**config.mk**
```make
export PLATFORM = sky130hd
export DESIGN_NAME = slra_ram
export DESIGN_NICKNAME = d
export VERILOG_FILES = /design/src/sv/slra_ram.sv
export SDC_FILE = /design/constraint.sdc
export NUM_CORES = 1
export LEC_CHECK = 0
export BUFFER_PORTS_ARGS = -buffer_cell sky130_fd_sc_hd__buf_4
export CAP_MARGIN = 20
export CORE_MARGIN = 2
export CORE_UTILIZATION = 30
export DETAILED_ROUTE_END_ITERATION = 8
export GPL_TIMING_DRIVEN = 0
export SYNTH_ARGS = -nofsm -noshare
export SYNTH_HDL_FRONTEND = slang
export SYNTH_SLANG_ARGS = --single-unit
```
**constraint.sdc**
```tcl
create_clock -name clk -period 3.1 [get_ports clk]
set_input_delay 0.155 -clock clk [delete_from_list [all_inputs] [get_ports clk]]
set_output_delay 0.155 -clock clk [all_outputs]
set_load 0.02 [all_outputs]
```
**src/sv/slra_ram.sv**
```systemverilog
// Generic simple dual-port RAM: one write port, one read port, registered read.
// Used for every table of the allocator. No dependencies.
`timescale 1ns / 1ps

module slra_ram #(
	parameter int W = 8,
	parameter int D = 16
) (
	input  logic                               clk,
	input  logic                               we,
	input  logic [((D > 1) ? $clog2(D) : 1)-1:0] waddr,
	input  logic [W-1:0]                       wdata,
	input  logic                               re,
	input  logic [((D > 1) ? $clog2(D) : 1)-1:0] raddr,
	output logic [W-1:0]                       rdata
);

	logic [W-1:0] mem_q [D];
	logic [W-1:0] rdata_q;

	// write, and register read data when a read is issued
	always_ff @(posedge clk) begin
		if (we) begin
			mem_q[waddr] <= wdata;
		end
		if (re) begin
			rdata_q <= mem_q[raddr];
		end
	end

	assign rdata = rdata_q;

endmodule

```
# Word-level counts from Yosys, hierarchy flattened

Memories as Yosys holds them, arrays and structs flattened. A register that Yosys moved wholly into a read port is not among the register bits.
Cells that the tools add are included.

Reduce and logical (&&, ||, !) cells: 0
$add $sub $neg: 0
Muxes and demuxes: 2
Bitwise operators: 0
Order comparisons: 0
Div/mod/pow operators: 0
$mul: 0
Shift-type cells: 0
Eq/ne operators: 0

Operator list:

| kind   | number |
|---|---|
| $mux 1 | 2 |

Memories kept: 1
Latch bits: 0
Word-level logic and storage cells: 3
Register bits after elaboration: 0
Memory bits (writable): 128
Bits in read-only memories: 0
Output and inout bits: 8

Memories:

| name  | words | bits a word | read ports | clocked after memory_dff | write ports | RTL line | text |
|---|---|---|---|---|---|---|---|
| mem_q | 16    | 8           | 1          | 1                        | 1           | 18       | `logic [W-1:0] mem_q [D];` |

# Logic depth before layout (Yosys ltp)

Gate-level depths: netlist (run 1).

Word-level depth: 2
Depth in mapped cells: 5
Gate-level depth less buffers: 3

# Least setup slack after synthesis (run 1)

Ideal clock, no wire load.

Path type: input -> register
Start: in waddr[2] (netlist name)
End: mem mem_q[0][0], enable pin
Path slack: 1,452 ps
Data required time: 2,717 ps
Arrival: 1,265 ps
Stages on the path: 2
Path through: or3b_2 nor3_1

RTL lines:

| item               | RTL line | text |
|---|---|---|
| start: declaration | 11       | `input logic [((D > 1) ? $clog2(D) : 1)-1:0] waddr,` |
| end: declaration   | 18       |  |

Straight into the memory's write port.

==> results of run 1 <==
through the flow:
| stage | util (%) | hold WS, ps | worst slack, ps |
|---|---|---|---|
| CTS | 37.1 | 38.6 | 1490 |
| global placement | 33.2 | 431 | 808 |
| detailed placement | 33.3 | 430 | 1120 |
| finish | 37.1 | 54.4 | 1540 |
| floorplan | - | 254 | 1450 |
| global route | 37.1 | 55.0 | 1480 |
layout make-up:
class | count | area [µm²] | share of cell area (%)
tap | 225 | 282 | 4.42
clock buffer | 17 | 425 | 6.68
multi-input combinational | 83 | 1060 | 16.6
buffer | 10 | 86.3 | 1.36
timing repair buffer | 30 | 223 | 3.50
sequential | 136 | 4080 | 64.1
clock inverter | 15 | 210 | 3.30
critical path, stage by stage (launching register included):
cell and delay (ps):
edfxtp_1 370, mux4_1 530, a22oi_1 260, nand2_1 130
state kept, by name (all words and copies together) (netlist names):
signal / flops
mem_q: 128
rdata: 8
routing by layer:
metal | vias up | global-route usage (%)
met5 | - | 0
met4 | 0 | 4.69
met3 | 16 | 3.73
met2 | 74 | 17.8
met1 | 1207 | 16.3
li1 | 1083 | -
worst paths after layout:
kind / end / slack, ps / cells past startpoint
setup reg to reg: rdata[0]$_DFFE_PP_ / 1540 / 3
hold reg to reg: rdata[1]$_DFFE_PP_ / 770 / 3
hold / removal: mem_q[14][6]$_DFFE_PP_ / 50 / 1
setup / recovery: rdata[0]$_DFFE_PP_ / 1540 / 3
kinds of logic after synthesis:
logic type             share of synthesized area (%)
DFF                                             78.1
AOI/OAI and AO/OA                               2.30
buffers and inverters                           1.65
and+or+nand+nor                                 3.14
muxes                                           14.8
synth_stat cells:
master,count,share of area (%)
edfxtp_1,136,78
mux4_2,18,7.8
a22oi_1,16,2.3
mux4_1,14,7.0
nor2_1,13,0.93
nand2_1,9,0.65
nor3_1,4,0.38
buf_2,3,0.29
buf_6,3,0.65
clkdlybuf4s25_2,3,0.57
nand2b_1,2,0.24
nand3b_1,2,0.29
and2_1,1,0.12
and2b_1,1,0.14
buf_4,1,0.14
nand3_1,1,0.096
nor2b_1,1,0.12
or3b_2,1,0.17
timing repair:
item                                   in CTS  in global routing
endpoints found under the hold margin       8                  0
hold buffers                                1                  0
setup endpoints to repair                   0                  0
power by group through the flow:
stage	registers (mW)	logic [mW]	clock network [mW]
final	2.08	0.216	2.14
after global placement	2.12	0.215	0
after CTS	2.08	0.222	2.17
after detailed placement	2.12	0.221	0
after global routing	2.08	0.235	2.25
after floorplan	2.13	0.105	0
==> flow_metrics.py, run 1 <==
metrics = {
    "final_layout": {
        "final_nets": 297,
        "diodes": 0,
        "design_area_um2": 6370,
        "most-common-layout-cells": "edfxtp_1, buf_4, mux4_2, clkbuf_16, a22oi_1",
        "final_common_cell": "edfxtp_1",
        "fillCellCount": 1580,
        "stdcell_count": 516,
        "area_growth_pct": 21.8,
        "drive_gt1_share_pct": 30.6,
    },
    "sta": {
        "grt_setup_unrepaired": "no",
        "fin_tns_setup_ps": 0,
        "drv_slew": 0,
        "period_needed_ps": 1560,
        "timing.fmax_ghz": 0.640,
        "finalSetupViolations": 0,
        "final-hold-violation-count": 0,
        "skew_ps": 12.3,
        "tightest_slew_ps": 847,
        "fin_crit_sh_pct": 50.4,
        "slew_headroom_pct": 43.3,
    },
    "route": {
        "vias_per_cell": 4.61,
        "drc_errors": 0,
        "wl_per_cell_um": 19.5,
        "wl_met2_mm": 4.74,
        "dr.max_layer_used": "met4",
        "drt-met1-wl_mm": 4.50,
        "drtPass1Iterations": 4,
        "drt_iter0_markers": 263,
        "antenna_left": 0,
        "dr_total_vias": 2380,
        "route.met3.wl_um": 656,
        "drt-total-wl_mm": 10.1,
    },
    "pwr": {
        "switchingPower_uw": 907,
        "intPower_mw": 3.53,
        "swShare_pct": 20.4,
        "irDropWorstVdd_uv": 497,
        "combPwrFrac_pct": 4.9,
        "p_per_area_nw_per_um2": 697,
        "power_mw": 4.44,
        "power.static_leakage_nw": 2.11,
        "pwr-share-clk_pct": 48.2,
        "p_seq_share_pct": 46.9,
    },
    "setup_path": {
        "cp.arrival_ps": 1700,
        "cp-startpoint": "mem_q[4][0]$_DFFE_PP_",
        "required_ps": 3240,
        "end_kind": "flip-flop",
        "r2r_start": "mem_q[4][0]$_DFFE_PP_",
        "crit_path_start_kind": "flip-flop",
        "cp_max_fo": 1,
        "critPathKind": "reg2reg",
    },
    "logic_synthesis": {
        "synth.distinct_cells": 18,
        "syn_inst": 229,
        "synth-seq-area-share_pct": 78.1,
        "syn-num-nets": 248,
        "ys_ff_latch": 136,
        "synthesis.area_um2": 5230,
        "avgSynthCellArea_um2": 22.8,
        "synth-warning-count": 0,
    },
    "min_path": {
        "worstHoldStart": "wdata[6]",
        "hold_class": "in2reg",
    },
    "status": {
        "status": "finished, final reports clean",
    },
    "clock_tree": {
        "cts_buffer_depth": 2,
        "root_buffer": "clkbuf_16",
        "postCtsSetupBuffers": 0,
        "insertion_delay_ps": 420,
        "cts_buffers": 17,
        "htreeDepth": 4,
        "path_clk_slew_ps": 60,
        "cts_tree": "built",
        "clock_sinks": 136,
        "post_cts_resized": 0,
    },
    "global_route": {
        "grt_max_degree": 17,
        "antenna_found_initial": 0,
        "grt_pass1_wl_mm": 15.2,
        "first_global_vias": 2511,
        "overflow": 0,
        "gr-usage-all-layers_pct": 11.9,
    },
    "place": {
        "placedCellCount": 483,
        "numPortBuffers": 25,
        "gp_routability_congestion": 0.722,
        "placed_area_um2": 5720,
        "dp_hpwl_mm": 6.73,
    },
    "floorplan": {
        "dieArea_um2": 18500,
        "core_area_um2": 17200,
        "start_util_pct": 30.4,
        "num_io_pins": 27,
        "die_w_um": 136,
        "die_h_um": 136,
        "fp-row-count": 48,
    },
    "job": {
        "drv_cap": 0,
    },
}
(Power assumes the default switching activity.)
==> run 2: changes to the inputs <==
==> constraint.sdc (replaced) <==
create_clock -name clk -period 1.5 [get_ports clk]
set_input_delay 0.075 -clock clk [delete_from_list [all_inputs] [get_ports clk]]
set_output_delay 0.075 -clock clk [all_outputs]
set_load 0.02 [all_outputs]
==> run 2 against run 1 <==
  * Die area unchanged
  * First-iteration DRC count down 30%
  * Power up 96%
  * Global-route usage up 0.15 points
  * Critical path depth unchanged
  * Setup slack worse by 1500 ps
  * Critical path type unchanged
  * Critical endpoint is now rdata[7]$_DFFE_PP_
==> flow_metrics.py, run 2 (synthesis results as in run 1) <==
metrics = {
    "status": {
        "status": "finished, final reports clean",
    },
    "floorplan": {
        "start_util_pct": 30.4,
        "core_area_um2": 17200,
        "fp-row-count": 48,
        "num_io_pins": 27,
        "die_h_um": 136,
        "dieArea_um2": 18500,
        "die_w_um": 136,
    },
    "setup_path": {
        "crit_path_start_kind": "flip-flop",
        "crit_chain": "mux4_2 > a22oi_2 > nand2_1",
        "required_ps": 1650,
        "max_stage_delay_ps": 520,
        "worst_path_max_delay_cell": "mux4_2",
        "cp.arrival_ps": 1600,
        "end_kind": "flip-flop",
        "critPathKind": "reg2reg",
        "cp_max_fo": 1,
    },
    "final_layout": {
        "final_nets": 301,
        "area_growth_pct": 21.7,
        "design_area_um2": 6360,
        "most-common-layout-cells": "edfxtp_1, buf_4, mux4_2, clkbuf_16, nor2_1",
        "fillCellCount": 1610,
        "top_register": "mem_q",
        "largest_reg_flops": 128,
        "stdcell_count": 519,
        "final_common_cell": "edfxtp_1",
        "multi_input_area_um2": 1080,
        "drive_gt1_share_pct": 33.0,
        "diodes": 0,
        "ff_latch_area_um2": 4080,
        "post-route-util_pct": 37.0,
    },
    "global_route": {
        "grt_pass1_wl_mm": 15.3,
        "antenna_found_initial": 0,
        "gr-usage-all-layers_pct": 12.1,
        "first_global_vias": 2544,
        "grt_max_degree": 17,
        "overflow": 0,
    },
    "clock_tree": {
        "cts_buffer_depth": 2,
        "path_clk_slew_ps": 60,
        "cts_buffers": 17,
        "insertion_delay_ps": 410,
        "cts_tree": "built",
        "root_buffer": "clkbuf_16",
        "htreeDepth": 4,
        "clock_sinks": 136,
    },
    "sta": {
        "fin_crit_sh_pct": 96.9,
        "timing.fmax_ghz": 0.688,
        "drv_slew": 0,
        "slew_headroom_pct": 43.9,
        "tightest_slew_ps": 838,
        "worst_slack_ps": 45.9,
        "final-hold-violation-count": 0,
        "skew_ps": 6.58,
        "grt_setup_unrepaired": "no",
        "period_needed_ps": 1450,
        "finalSetupViolations": 0,
    },
    "place": {
        "dp_slack_ps": -343,
        "numPortBuffers": 25,
        "gp_routability_congestion": 0.673,
        "placedCellCount": 482,
        "dp_hpwl_mm": 6.58,
        "placed_area_um2": 5720,
    },
    "job": {
        "drv_cap": 0,
    },
    "pwr": {
        "power_mw": 8.70,
        "irDropWorstVdd_uv": 840,
        "power.static_leakage_nw": 2.07,
        "p_per_area_nw_per_um2": 1370,
    },
    "route": {
        "drtPass1Iterations": 4,
        "drt_iter0_markers": 183,
        "drc_errors": 0,
        "antenna_left": 0,
        "vias_per_cell": 4.57,
        "wl_per_cell_um": 19.6,
        "dr_total_vias": 2374,
        "drt-total-wl_mm": 10.2,
    },
    "min_path": {
        "hold_class": "in2reg",
    },
}
-- run 2: changes by cell type in the layout (fill, tap and decap cells not counted), sizes merged --
cell,change
inv,-6
dlygate4sd3,+5
clkinv,+3
clkinvlp,+3
bufinv,-2
buf,-1
clkbuf,+1
-- run 2: worst paths after layout --
| kind | startpoint | to | slack [ps] | cells after the start |
|---|---|---|---|---|
| max | mem_q[7][7]$_DFFE_PP_ | rdata[7]$_DFFE_PP_ | 50 | 3 |
| min | wdata[3] | mem_q[15][3]$_DFFE_PP_ | 6 | 1 |
| max reg2reg | mem_q[7][7]$_DFFE_PP_ | rdata[7]$_DFFE_PP_ | 50 | 3 |
| min reg2reg | mem_q[9][3]$_DFFE_PP_ | rdata[3]$_DFFE_PP_ | 780 | 3 |
-- run 2: layout make-up --
type	instances	area share (%)
Clock buffer	18	6.75
Tap cell	225	4.42
Timing Repair Buffer	34	4.21
Buffer	10	1.36
Clock inverter	13	2.06
Sequential cell	136	64.2
Multi-Input combinational cell	83	17.0
-- run 2: power by group --
group / leakage (nW) / switching [mW] / total (mW) / internal (mW)
sequential: 1.24 / 0.0186 / 4.30 / 4.28
combinational: 0.567 / 0.268 / 0.475 / 0.207
clock: 0.267 / 1.50 / 3.92 / 2.42
total: 2.07 / 1.79 / 8.70 / 6.91
-- run 2: what timing repair did --
action,in CTS,in global routing
hold buffers,6,0
pin swaps,0,2
endpoints found under the setup margin,5,5
gates resized for setup,6,5
setup buffers,0,0
endpoints found under the hold margin,88,0
-- run 2: metal layers --
metal | global-route usage, % | part of all wire, % | wire [µm] | vias to the layer above
met3 | 4.40 | 7.8 | 793 | 4
met4 | 3.36 | 0.42 | 43 | 0
met1 | 16.3 | 44 | 4440 | 1208
met2 | 18.5 | 48 | 4890 | 75
li1 | - | - | - | 1087
met5 | 0 | 0 | 0 | -
-- run 2: critical path, delay by kind of cell (launching register included) --
kind / cells / cell delay (ps)
multiplexers: 1 / 520
AND/OR/NAND/NOR: 1 / 120
flip-flops: 1 / 360
AO/OA/AOI/OAI: 1 / 200
-- run 2: stage by stage --
| step | TNS [ps] | hold slack, ps |
|---|---|---|
| after global placement | -16830 | 351 |
| after detailed placement | -12430 | 353 |
| after global routing | 0 | 3.68 |
| after floorplan | 0 | 174 |
| final | 0 | 6.50 |
| after CTS | 0 | 1.33 |
==> run 3: changes to the inputs <==
--- a/config.mk
+++ b/config.mk
@@ -11,6 +11,7 @@
 export CORE_UTILIZATION = 30
 export DETAILED_ROUTE_END_ITERATION = 8
 export GPL_TIMING_DRIVEN = 0
+export PLACE_DENSITY = 0.42
 export SYNTH_ARGS = -nofsm -noshare
 export SYNTH_HDL_FRONTEND = slang
 export SYNTH_SLANG_ARGS = --single-unit
==> run 3 against run 2 <==
  * The flow now finishes with violations (setup timing)
  * Final cell count unchanged
  * Sequential power about the same
  * Setup slack worse by 48 ps
  * Clock skew barely moved
  * Power rose by 5.8%
  * Sequential share of layout area shrank 0.64 points
  * Critical path depth is the same
  * Critical endpoint is now rdata[0]$_DFFE_PP_
  * Largest cell class unchanged
  * Highest routed layer unchanged
==> flow_metrics.py, run 3 (synthesis results as in run 1) <==
metrics = {
    "status": {
        "status": "complete, but fails checks",
        "violations": "setup timing",
    },
    "clock_tree": {
        "cts_buffers": 17,
        "clock_sinks": 136,
        "htreeDepth": 4,
        "insertion_delay_ps": 410,
        "path_clk_slew_ps": 60,
        "cts_tree": "built",
        "cts_buffer_depth": 2,
        "root_buffer": "clkbuf_16",
    },
    "final_layout": {
        "drive_gt1_share_pct": 34.0,
        "top_register": "mem_q",
        "stdcell_count": 519,
        "most-common-layout-cells": "edfxtp_1, buf_4, mux4_2, clkbuf_16, nor2_1",
        "final_common_cell": "edfxtp_1",
        "final_nets": 300,
        "diodes": 0,
        "area_growth_pct": 22.9,
        "largest_reg_flops": 128,
    },
    "pwr": {
        "irDropWorstVdd_uv": 751,
        "power.static_leakage_nw": 2.11,
        "p_per_area_nw_per_um2": 1430,
    },
    "global_route": {
        "overflow": 0,
        "antenna_found_initial": 0,
        "gr-usage-all-layers_pct": 13.1,
        "first_global_vias": 2489,
        "grt_max_degree": 17,
        "grt_pass1_wl_mm": 16.1,
    },
    "setup_path": {
        "crit_family": "multiplexers",
        "critPathKind": "reg2reg",
        "critPathBufInv": 0,
        "crit_path_start_kind": "flip-flop",
        "crit_chain": "mux4_2 > a22oi_2 > nand2_1",
        "cp.arrival_ps": 1650,
        "end_kind": "flip-flop",
        "required_ps": 1650,
        "max_stage_delay_ps": 480,
        "cp_max_fo": 1,
        "worst_path_max_delay_cell": "mux4_2",
    },
    "floorplan": {
        "dieArea_um2": 18500,
        "num_io_pins": 27,
        "core_area_um2": 17200,
        "die_h_um": 136,
        "fp-row-count": 48,
        "die_w_um": 136,
        "start_util_pct": 30.4,
    },
    "sta": {
        "skew_ps": 6.55,
        "worst_slack_ps": -1.63,
        "final-hold-violation-count": 0,
        "fin_crit_sh_pct": 100,
        "grt_setup_unrepaired": "yes",
        "slew_headroom_pct": 41.7,
        "finalSetupViolations": 1,
        "timing.fmax_ghz": 0.666,
        "period_needed_ps": 1500,
        "drv_slew": 0,
        "fin_tns_setup_ps": -1.63,
        "tightest_slew_ps": 872,
    },
    "route": {
        "drc_errors": 0,
        "antenna_left": 0,
        "wl_per_cell_um": 21.4,
        "vias_per_cell": 4.64,
        "drt-total-wl_mm": 11.1,
        "drtPass1Iterations": 4,
        "dr_total_vias": 2408,
        "drt_iter0_markers": 304,
    },
    "place": {
        "placedCellCount": 482,
        "dp_hpwl_mm": 7.21,
        "gp_routability_congestion": 0.640,
        "numPortBuffers": 25,
    },
    "min_path": {
        "hold_class": "in2reg",
    },
    "job": {
        "drv_cap": 0,
    },
}
==> run 3: where the power goes <==
group	switching (mW)	internal (mW)	total, mW
clock	1.50	2.92	4.42
combinational	0.280	0.205	0.485
sequential	0.0184	4.28	4.30
==> run 3: worst reg2reg max path, cell delays in order, from the launching register on <==
cell and delay (ps):
edfxtp_1 370, mux4_2 480, a22oi_2 280, nand2_1 110
==> run 3: final cells by class <==
type                       instances  area (µm²)
fill                            1627       10800
sequential                       136        4080
multi-input combinational         83        1090
clock buffer                      17         425
tap                              225         282
timing repair buffer              33         255
clock inverter                    15         208
buffer                            10        86.3
==> run 3: timing repair <==
item,CTS,global route
setup endpoints to repair,6,7
endpoints found under the hold margin,69,0
setup buffers,0,0
cloned,0,0
hold buffers,5,0
resized for setup,5,5
pin swaps,1,4
==> run 3: final timing paths <==
kind / from / end / slack [ps] / cells after the start
min reg2reg: mem_q[11][4]$_DFFE_PP_ / rdata[4]$_DFFE_PP_ / 770 / 3
max reg2reg: mem_q[2][0]$_DFFE_PP_ / rdata[0]$_DFFE_PP_ / -2 / 3
min: wdata[2] / mem_q[14][2]$_DFFE_PP_ / 10 / 1
max: mem_q[2][0]$_DFFE_PP_ / rdata[0]$_DFFE_PP_ / -2 / 3
==> run 3: routing by layer <==
metal,track usage (%),wire length (µm),vias up
met1,18.1,5290,1263
met4,5.38,165,0
li1,-,-,1083
met2,19.5,5230,51
met5,0,0,-
met3,3.91,424,11
==> run 3: per-stage QoR <==
step                util [%]  setup WS, ps  cell area, µm²  power (mW)  hold slack, ps
detailed placement      33.3          -334            5720        4.85             372
finish                  37.4         -1.63            6430        9.20            11.8
global placement        33.2          -436            5700        4.84             365
floorplan                  -           143            5230        4.62             174
CTS                     37.4         -15.2            6420        9.30            1.40
global route            37.4         -33.0            6430        9.51            6.61
