### src/sv/slra_pkg.sv
// Shared types and constants of the slot reuse label allocator.
// Item field widths, stream packing, codes and the delete-map control struct.
// No dependencies.
`timescale 1ns / 1ps

package slra_pkg;

	// result field widths as seen on the stream
	localparam int STATUS_W  = 2;
	localparam int SLOT_W    = 10;
	localparam int LABEL_W   = 12;
	localparam int S_TDATA_W = 16;
	localparam int S_TUSER_W = 1;
	localparam int M_TDATA_W = 32;
	localparam int M_PAD_W   = M_TDATA_W - STATUS_W - SLOT_W - LABEL_W - 1;

	// delete map row: one memory word covers this many slots
	localparam int ROW_BITS = 32;
	localparam int BIT_W    = 5;

	typedef enum logic {
		KIND_ADD = 1'b0,
		KIND_DEL = 1'b1
	} kind_t;

	typedef enum logic [STATUS_W-1:0] {
		ST_OK       = 2'd0,
		ST_FULL     = 2'd1,
		ST_NOLABEL  = 2'd2,
		ST_BADLABEL = 2'd3
	} status_t;

	// delete map access strobes
	typedef struct packed {
		logic rd_en;
		logic wr_en;
	} dm_ctl_t;

endpackage

### src/sv/slra_ram.sv
// Generic simple dual-port RAM: one write port, one read port, registered read.
// Used for every table of the allocator. No dependencies.
`timescale 1ns / 1ps

module slra_ram #(
	parameter int W = 8,
	parameter int D = 16
) (
	input  logic                               clk,
	input  logic                               we,
	input  logic [((D > 1) ? $clog2(D) : 1)-1:0] waddr,
	input  logic [W-1:0]                       wdata,
	input  logic                               re,
	input  logic [((D > 1) ? $clog2(D) : 1)-1:0] raddr,
	output logic [W-1:0]                       rdata
);

	logic [W-1:0] mem_q [D];
	logic [W-1:0] rdata_q;

	// write, and register read data when a read is issued
	always_ff @(posedge clk) begin
		if (we) begin
			mem_q[waddr] <= wdata;
		end
		if (re) begin
			rdata_q <= mem_q[raddr];
		end
	end

	assign rdata = rdata_q;

endmodule

### src/sv/slra_delmap.sv
// Two-level deleted-slot bitmap: a summary bit per row in flops, rows in RAM.
// A row whose summary bit is clear reads as zero, so reset needs no sweep.
// Depends on slra_pkg and slra_ram.
`timescale 1ns / 1ps

module slra_delmap #(
	parameter int ROWS = 32,
	parameter int RW   = 5
) (
	input  logic                          clk,
	input  logic                          arst_n,
	input  slra_pkg::dm_ctl_t             ctl,
	input  logic [RW-1:0]                 rd_row,
	input  logic [RW-1:0]                 wr_row,
	input  logic [slra_pkg::ROW_BITS-1:0] wr_bits,
	output logic                          any,
	output logic [RW-1:0]                 low_row,
	output logic [slra_pkg::ROW_BITS-1:0] rd_word,
	output logic [slra_pkg::BIT_W-1:0]    low_bit
);

	import slra_pkg::*;

	localparam int DEPTH = (ROWS < 2) ? 2 : ROWS;

	logic [ROWS-1:0]     sum_q;
	logic                sum_rd_q;
	logic [ROW_BITS-1:0] ram_rdata;

	// keep summary bits exact: set iff the row holds a deleted slot
	always_ff @(posedge clk or negedge arst_n) begin
		if (!arst_n) begin
			sum_q    <= '0;
			sum_rd_q <= 1'b0;
		end else begin
			if (ctl.wr_en) begin
				sum_q[wr_row] <= |wr_bits;
			end
			if (ctl.rd_en) begin
				sum_rd_q <= sum_q[rd_row];
			end
		end
	end

	slra_ram #(
		.W (ROW_BITS),
		.D (DEPTH)
	) u_rows (
		.clk   (clk),
		.we    (ctl.wr_en),
		.waddr (wr_row),
		.wdata (wr_bits),
		.re    (ctl.rd_en),
		.raddr (rd_row),
		.rdata (ram_rdata)
	);

	// mask rows whose summary bit is clear, such as rows never written since reset
	assign rd_word = ram_rdata & {ROW_BITS{sum_rd_q}};
	assign any     = |sum_q;

	// lowest row with a deleted slot
	always_comb begin
		low_row = '0;
		for (int i = ROWS - 1; i >= 0; i--) begin
			if (sum_q[i]) begin
				low_row = RW'(i);
			end
		end
	end

	// lowest deleted slot within the read row
	always_comb begin
		low_bit = '0;
		for (int i = ROW_BITS - 1; i >= 0; i--) begin
			if (rd_word[i]) begin
				low_bit = BIT_W'(i);
			end
		end
	end

endmodule
### config.mk
export PLATFORM = sky130hd
export DESIGN_NAME = slra_delmap
export DESIGN_NICKNAME = d
export VERILOG_FILES = /design/src/sv/slra_pkg.sv /design/src/sv/slra_ram.sv /design/src/sv/slra_delmap.sv
export SDC_FILE = /design/constraint.sdc
export NUM_CORES = 1
export LEC_CHECK = 0
export ABC_AREA = 1
export BUFFER_PORTS_ARGS = -buffer_cell sky130_fd_sc_hd__buf_2
export CORE_ASPECT_RATIO = 1.4
export CORE_MARGIN = 8
export CORE_UTILIZATION = 29
export CTS_CLUSTER_DIAMETER = 60
export DETAILED_ROUTE_END_ITERATION = 10
export SLEW_MARGIN = 25
export SYNTH_ARGS = -nofsm -noshare
export SYNTH_HDL_FRONTEND = slang
export SYNTH_SLANG_ARGS = --single-unit
### constraint.sdc
create_clock -name clk -period 5 [get_ports clk]
set_input_delay 0 -clock clk [delete_from_list [all_inputs] [get_ports clk]]
set_output_delay 0 -clock clk [all_outputs]
set_load 0.03 [all_outputs]
Yosys cells after proc, flatten, opt, wreduce, memory -nomap -nowiden
Memories as Yosys holds them, arrays and structs flattened. A register that Yosys moved wholly into a read port is not among the register bits. Cells that the tools add are included.

Logic and storage cells: 81. Output and inout bits: 43. Bits of input ports: 46. Register bits: 33. Bits in writable memories: 1024. Memories kept: 1.

Memories: u_rows.mem_q (words 32, bits a word 32, read ports 1, clocked after Yosys merged registers in 1, write ports 1, line slra_ram.sv:18) `logic [W-1:0] mem_q [D];`.

Reduce and logical (&&, ||, !) cells: 3. Muxes and demuxes: 71. Order comparisons: 3. Bitwise gates (word level): 1.

Operators by type and width (number): $mux W5 (64); $reduce_or A32 Y1 (2); $and A32 B32 Y32 (1); $bwmux W32 (1); $lt A5 B6 Y1 const B (2); $bmux W1 S5 (1); $demux W1 S5 (1); $ge A5 B1 Y1 const B (1); $mux W1 (4); $logic_and A1 B1 Y1 (1).

Longest topological paths before layout
Gate-level depths: netlist of run 1.

Word-level depth: 33. Depth in mapped cells: 31.

By module
A second synthesis of run 1 with hierarchy kept.

Cell total of the unflattened synthesis: 4003. Area total of the unflattened synthesis: 45517.4 sq um.

Modules (own cells, without submodules): slra_ram (cells an instance 3536, times used 1, area each 42726.0 sq um, seq. area each 31710.4 sq um); slra_delmap (cells an instance 467, times used 1, area each 2791.4 sq um, seq. area each 825.8 sq um).

Least setup slack after synthesis of run 1
Ideal clock, no wire load.

Kind: register -> output. Start point: register sum_rd_q. End point: output port low_bit[1] in the netlist's numbering. Stages on the path, launching flop included: 19. Path buffers: 2. Path slack: 2.843 ns. Data arrival time: 2.157 ns. Required time: 5.000 ns. Cells stage by stage: dfrtp_1 > buf_6 > clkbuf_4 > nand2_1 > inv_2 > nor2_1 > o311ai_1 > nand3_1 > nand2_1 > nand2_1 > nand2_1 > nand2_1 > nand2_1 > nand2_1 > nand2_1 > nand2_1 > nand2_1 > nand2_1 > a21boi_1.

Cells in the longest elaborated chain, start to end: 33.

RTL lines: start: declaration (line slra_delmap.sv:27) `logic sum_rd_q;`; start signal: assignment (line slra_delmap.sv:40) `sum_rd_q <= sum_q[rd_row];`; $and A32 B32 Y32 (line slra_delmap.sv:59) `assign rd_word = ram_rdata & {ROW_BITS{sum_rd_q}};`; via rd_word (one bit) (line slra_delmap.sv:18) `output logic [slra_pkg::ROW_BITS-1:0] rd_word,`; $mux W5 (32 in series) (line slra_delmap.sv:76) `if (rd_word[i]) begin`; end: declaration (line slra_delmap.sv:19) `output logic [slra_pkg::BIT_W-1:0] low_bit`.

The timed path passes the listed nets, and every way through them passes these cells.

Worst setup path after layout of run 1
Start point: register sum_rd_q. End point: output port low_bit[0] in the netlist's numbering.

Cells in the longest elaborated chain, start to end: 33.

RTL lines (line): $and A32 B32 Y32 * (slra_delmap.sv:59); $mux W5 (31 in series) (slra_delmap.sv:76); $mux W5 * (slra_delmap.sv:76).

Mark *: on every way between the ends. The rest lies on a longest branch, timed or not.

==> impl_metrics.py, run 1 <==
metrics = {
    "final_layout": {
        "syn2layout_area_growth_pct": 15.15,
        "fill_cells": 14280,
        "final_cell_mix": "1056 x edfxtp_1, 638 x nor2_1, 538 x o21ai_0",
        "seq_area_mm2": 0.03254,
        "drive_gt1_share_pct": 10.67,
        "multi_input_area_mm2": 0.009579,
        "final_common_cell": "edfxtp_1",
        "final_cell_area_mm2": 0.04961,
        "fin_cells": 5349,
        "final_nets": 3373,
    },
    "clock_network": {
        "clock-sinks": 1089,
        "cts-root-buf": "clkbuf_16",
        "h-tree-depth": 3,
        "clk_pin_slew_ns": 0.06,
        "post_cts_buffers": 0,
        "clk_latency_ns": 0.70,
        "numCtsBuffers": 94,
        "ctsResizeCount": 0,
        "tritoncts": "done",
        "clock_path_buffers": 3,
        "hold_buffers": 36,
    },
    "detailed_routing": {
        "drt-total-wl_um": 136100,
        "vias_per_cell": 5.316,
        "drcViolationCount": 0,
        "vias": 28430,
        "ant_nets": 0,
        "dr.first_iter.drc_count": 3443,
        "first_pass_iters": 6,
        "wl_per_cell_um": 25.43,
    },
    "pwr": {
        "netSwitchingFraction_pct": 23.68,
        "sequentialPowerShare_pct": 54.1,
        "pwr_density_cell_mw_per_mm2": 385.1,
        "peakVddDrop_v": 0.0002058,
        "total_power_mw": 19.11,
        "p_switching_mw": 4.524,
        "clkPwrFrac_pct": 38.0,
        "internal-power_mw": 14.58,
        "combPwrFrac_pct": 7.9,
        "p_leak_nw": 15.79,
    },
    "place": {
        "dpl.hpwl_um": 77840,
        "place_area_mm2": 0.04620,
        "gp_congestion": 0.8361,
        "dp.cells": 5137,
        "pre_cts_ws_ns": 2.041,
        "numPortBuffers": 88,
    },
    "synth": {
        "synth_edf_count": 1056,
        "synth_fp_nets": 3295,
        "netlist_area_mm2": 0.04309,
        "avgSynthCellArea_um2": 13.26,
        "async_flop_share_pct": 3.030,
        "yosysWarnings": 0,
        "synth_seq_cells": 1089,
        "yosysUniqueCellTypes": 37,
        "synth_cells": 3249,
        "synth_ff_type": "edfxtp_1",
        "seq_area_frac_synth_pct": 75.51,
    },
    "timing": {
        "maxSlewHeadroom_pct": 24.10,
        "rsz0062_at_grt": "false",
        "tns_ns": 0,
        "drv_slew": 0,
        "clock.fmax_mhz": 272.8,
        "setup_viol": 0,
        "tightest_slew_ns": 1.136,
        "finalWorstSetupSlack_ns": 1.334,
        "skew_ns": 0.03008,
        "hold_violations": 0,
        "period_minus_slack_ns": 3.666,
        "min_period_over_period_pct": 73.32,
    },
    "floorplan": {
        "fp.dieW_um": 341.8,
        "ios": 89,
        "die_area_mm2": 0.1613,
        "core_mm2": 0.1477,
        "initial_core_util_pct": 29.17,
        "die_h_um": 472.1,
        "rows": 167,
    },
    "critical_path": {
        "worstSetupEndpointType": "output pin",
        "crit_path_top_delay_cell": "dfrtp_2",
        "worstPathArrival_ns": 3.67,
        "cp.required_ns": 5.00,
        "cpPeakStageDelay_ns": 0.84,
        "crit_fanout": 34,
        "start_kind": "flop",
        "path_common_cell": "nand2_1",
        "critPathKind": "flop to output pin",
    },
    "grt": {
        "grt.overflow.total": 0,
        "grt_pass1_wl_um": 195600,
        "track_usage_pct": 16.19,
        "antenna_found_initial": 12,
        "grt_pass1_vias": 27820,
        "grt_max_degree": 148,
    },
    "hold_path": {
        "hp-class": "input port to flop",
    },
    "outcome": {
        "status": "completed",
    },
    "flow_run": {
        "cap_violations": 0,
    },
}
cell families (layout without fill, tap and decap cells):
logic type      Yosys count  in the layout  share of synthesized area [%]
simple gates            901            901                          8.297
flops                  1089           1089                          75.51
other cells               0              3                              0
buf+inv                 311            465                          2.817
compound gates          948            948                          13.37
final timing paths:
path,cells past startpoint,to,startpoint,slack (ns)
max in group asynchronous,4,sum_rd_q,arst_n,4.42
setup / recovery,29,low_bit[0],sum_rd_q,1.33
min in group asynchronous,4,sum_q[15],arst_n,0.37
hold reg to reg,2,sum_q[5],sum_q[5],0.56
setup reg to reg,6,sum_rd_q,sum_q[28],3.07
hold / removal,2,u_rows.rdata[10],ctl[1],0.09
critical path: cells and delay by family, from the launching register on:
family,cells,cell delay (ns)
buf+inv,1,0.22
compound gates,1,0.14
simple gates,27,1.75
flops,1,0.84
through the flow:
| stage | hold WS, ns | utilization [%] |
|---|---|---|
| after global placement | 0.1571 | 31.19 |
| after floorplan | -0.2956 | - |
| after global routing | 0.06979 | 33.58 |
| final | 0.08504 | 33.58 |
| after detailed placement | 0.1592 | 31.28 |
| after CTS | 0.03802 | 33.56 |
layer usage:
layer  track usage [%]  vias up  share of wire, %
met5                 0        -             0.054
met4             6.051       14               3.6
met3             3.494      267               8.0
met2             27.43     1283                49
met1             20.22    14450                39
li1                  -    12420                 -
state kept, by name, indices dropped and copies added (netlist names):
signal        flops
u_rows.mem_q   1024
sum_q            32
u_rows.rdata     32
sum_rd_q          1
synth_stat cells, types with 2 or more instances:
| cell | instances | area [um^2] |
|---|---|---|
| edfxtp_1 | 1056 | 31710 |
| nor2_1 | 671 | 2519 |
| o21ai_0 | 538 | 2693 |
| clkbuf_1 | 204 | 765.7 |
| o221ai_1 | 199 | 1743 |
| nand2_1 | 116 | 435.4 |
| nand3_1 | 86 | 430.4 |
| inv_1 | 69 | 259.0 |
| o22ai_1 | 59 | 369.1 |
| a21oi_1 | 45 | 225.2 |
| a31oi_1 | 34 | 212.7 |
| dfrtp_1 | 33 | 825.8 |
| o21ai_1 | 30 | 150.1 |
| a32oi_1 | 28 | 245.2 |
| buf_2 | 13 | 65.06 |
| nor4_1 | 12 | 75.07 |
| buf_1 | 11 | 41.29 |
| inv_2 | 9 | 33.78 |
| nand2_2 | 7 | 43.79 |
| a221oi_1 | 4 | 35.03 |
| nand2_4 | 3 | 33.78 |
| nor3_1 | 3 | 15.01 |
| a21boi_1 | 2 | 15.01 |
| buf_6 | 2 | 22.52 |
| nand4_1 | 2 | 12.51 |
| o21bai_1 | 2 | 15.01 |
cell type report:
cell class,count,area share (%)
multi-input cells,1849,19.31
repair buffers,214,3.500
clock buffers,117,5.064
clock inverters,55,0.9911
diodes,3,0.01513
inverters,79,0.6381
well taps,1943,4.900
flip-flops and latches,1089,65.58
power by group through the flow:
stage	registers [mW]	clock network [mW]	logic, mW
after floorplan	10.5	0	0.864
after global placement	10.5	0	1.45
after detailed placement	10.5	0	1.47
after CTS	10.3	7.34	1.50
after global routing	10.3	7.65	1.65
final	10.3	7.26	1.51
Note: power is estimated with default switching activity, not from simulation.
==> run 2, diff against run 1 <==
==> constraint.sdc (replaced) <==
create_clock -name clk -period 3.8 [get_ports clk]
set_input_delay 0 -clock clk [delete_from_list [all_inputs] [get_ports clk]]
set_output_delay 0 -clock clk [all_outputs]
set_load 0.03 [all_outputs]
==> run 2 against run 1 <==
Total power increased by 33%. Global-route usage decreased by 0.30 points. Clock skew decreased by 0.012 ns. Critical path depth decreased by 4. Via count decreased by 1.1%. Die area unchanged. Utilization increased by 0.16 points. Wire length decreased by 2.0%. First-iteration DRC count decreased by 16%. Final cell count increased by 0.13%. Flip-flop and latch count unchanged. Largest cell class unchanged.
==> impl_metrics.py, run 2 (synthesis results as in run 1) <==
metrics = {
    "final_layout": {
        "fill_cells": 14200,
        "final_nets": 3381,
        "largest_register": "u_rows.mem_q",
        "final_common_cell": "edfxtp_1",
        "drive_gt1_share_pct": 11.35,
        "fin_cells": 5356,
        "final_cell_mix": "1056 x edfxtp_1, 638 x nor2_1, 538 x o21ai_0",
        "largest_reg_flops": 1024,
        "syn2layout_area_growth_pct": 15.71,
    },
    "detailed_routing": {
        "ant_nets": 0,
        "vias": 28130,
        "first_pass_iters": 7,
        "dr.first_iter.drc_count": 2894,
        "drcViolationCount": 0,
        "wl_per_cell_um": 24.88,
        "vias_per_cell": 5.252,
        "drt-total-wl_um": 133300,
    },
    "place": {
        "dp.cells": 5145,
        "dpl.hpwl_um": 73050,
        "gp_congestion": 0.8215,
        "numPortBuffers": 88,
    },
    "critical_path": {
        "worstPathArrival_ns": 3.24,
        "critPathKind": "flop to output pin",
        "crit_fanout": 26,
        "start_kind": "flop",
        "cp.required_ns": 3.80,
        "worstSetupEndpointType": "output pin",
    },
    "floorplan": {
        "initial_core_util_pct": 29.17,
        "die_h_um": 472.1,
        "ios": 89,
        "rows": 167,
        "core_mm2": 0.1477,
        "die_area_mm2": 0.1613,
        "fp.dieW_um": 341.8,
    },
    "timing": {
        "hold_violations": 0,
        "min_period_over_period_pct": 85.31,
        "rsz0062_at_grt": "false",
        "tightest_slew_ns": 1.164,
        "clock.fmax_mhz": 308.5,
        "skew_ns": 0.01784,
        "drv_slew": 0,
        "tns_ns": 0,
        "maxSlewHeadroom_pct": 21.70,
        "period_minus_slack_ns": 3.242,
        "setup_viol": 0,
    },
    "clock_network": {
        "post_cts_buffers": 0,
        "cts-root-buf": "clkbuf_16",
        "clock-sinks": 1089,
        "clk_pin_slew_ns": 0.07,
        "h-tree-depth": 3,
        "ctsResizeCount": 0,
        "numCtsBuffers": 93,
        "clock_path_buffers": 3,
        "clk_latency_ns": 0.68,
        "tritoncts": "done",
    },
    "grt": {
        "antenna_found_initial": 9,
        "grt.overflow.total": 0,
        "track_usage_pct": 15.89,
        "grt_pass1_vias": 27640,
        "grt_max_degree": 130,
        "grt_pass1_wl_um": 192100,
    },
    "flow_run": {
        "cap_violations": 0,
    },
    "pwr": {
        "peakVddDrop_v": 0.0003318,
        "pwr_density_cell_mw_per_mm2": 509.4,
        "p_leak_nw": 15.93,
    },
    "hold_path": {
        "hp-class": "input port to flop",
    },
    "outcome": {
        "status": "completed",
    },
}
==> run 2: cell types whose count changed in the layout (fill, tap and decap cells not counted), moves of 2 or more <==
cell           previous run  this run
buf_12                   11        22
buf_16                    5         1
clkbuf_8                  2         4
clkinv_2                 12        24
inv_8                     1         3
clkinv_1                 25        11
bufinv_16                 8        10
clkinv_8                  2         0
dlygate4sd3_1            35        38
clkbuf_1                 19        13
==> run 2: path summary, 6_finish.rpt <==
kind | from | endpoint | slack, ns | cells after the start
worst max register to register | sum_q[2] | sum_rd_q | 2.08 | 7
worst max-delay path | sum_rd_q | low_bit[0] | 0.56 | 25
worst min register to register | sum_q[16] | sum_q[16] | 0.57 | 2
max in group asynchronous | arst_n | sum_q[4] | 1.67 | 4
worst min-delay path | rd_row[3] | u_rows.rdata[13] | 0.04 | 5
min in group asynchronous | arst_n | sum_q[15] | 0.44 | 3
==> run 2: layer usage <==
layer	wire [um]	vias up	part of all wire, %	GRT usage, %
li1	-	12430	-	-
met1	51950	14340	39	19.46
met2	66860	1119	50	27.80
met3	9736	240	7.3	2.825
met4	4733	0	3.6	5.976
met5	0	-	0	0
==> run 2: repair_timing <==
| action | 4_1_cts | 5_1_grt |
|---|---|---|
| hold buffers | 38 | 0 |
| setup endpoints to repair | 0 | 0 |
| endpoints found under the hold margin | 1066 | 0 |
==> run 2: area by class of cell <==
class | instances | area (um^2) | share of cell area, %
multi-input combinational | 1849 | 9579 | 19.21
timing repair buffer | 223 | 1872 | 3.755
clock buffer | 114 | 2542 | 5.100
tap | 1943 | 2431 | 4.876
sequential | 1089 | 32540 | 65.27
clock inverter | 56 | 570.5 | 1.144
inverter | 79 | 314.1 | 0.6299
antenna | 3 | 7.507 | 0.01506
==> run 2: metrics by stage <==
| stage | total power, mW | hold slack (ns) | cell area (um^2) | setup WS [ns] | util [%] |
|---|---|---|---|---|---|
| 6_report | 25.40 | 0.03647 | 49850 | 0.5582 | 33.75 |
| 2_1_floorplan | 14.91 | -0.2956 | 43090 | 1.643 | - |
| 4_1_cts | 25.54 | 0.001552 | 49850 | 0.4768 | 33.74 |
| 3_3_place_gp | 15.78 | 0.1890 | 46320 | 1.141 | 31.36 |
| 3_5_place_dp | 15.81 | 0.1950 | 46350 | 1.224 | 31.38 |
| 5_1_grt | 26.15 | 0.03437 | 49850 | 0.1951 | 33.75 |
==> run 2: critical path, stage by stage, from the launching register on <==
cell	delay (ns)
dfrtp_2	0.48
buf_4	0.37
nand2_1	0.20
nand2_1	0.12
nand2_1	0.05
nand2_1	0.05
nand2_1	0.05
nand2_1	0.05
nand2_1	0.05
nand2_1	0.09
nand2_1	0.06
nand2_1	0.05
nand2_1	0.05
nand2_1	0.05
nand2_1	0.05
nand2_1	0.10
nand2_1	0.07
nand2_1	0.07
nand2_1	0.05
nand2_1	0.06
nand2_1	0.05
nand2_1	0.05
nand2_1	0.05
nand2_1	0.07
a21oi_2	0.05
buf_2	0.18
==> run 2: power by group <==
group	leakage (nW)	internal, mW	switching [mW]
Combinational	4.48	0.556	1.45
Sequential	9.91	13.4	0.164
Clock	1.54	5.47	4.34
Total	15.9	19.4	5.95
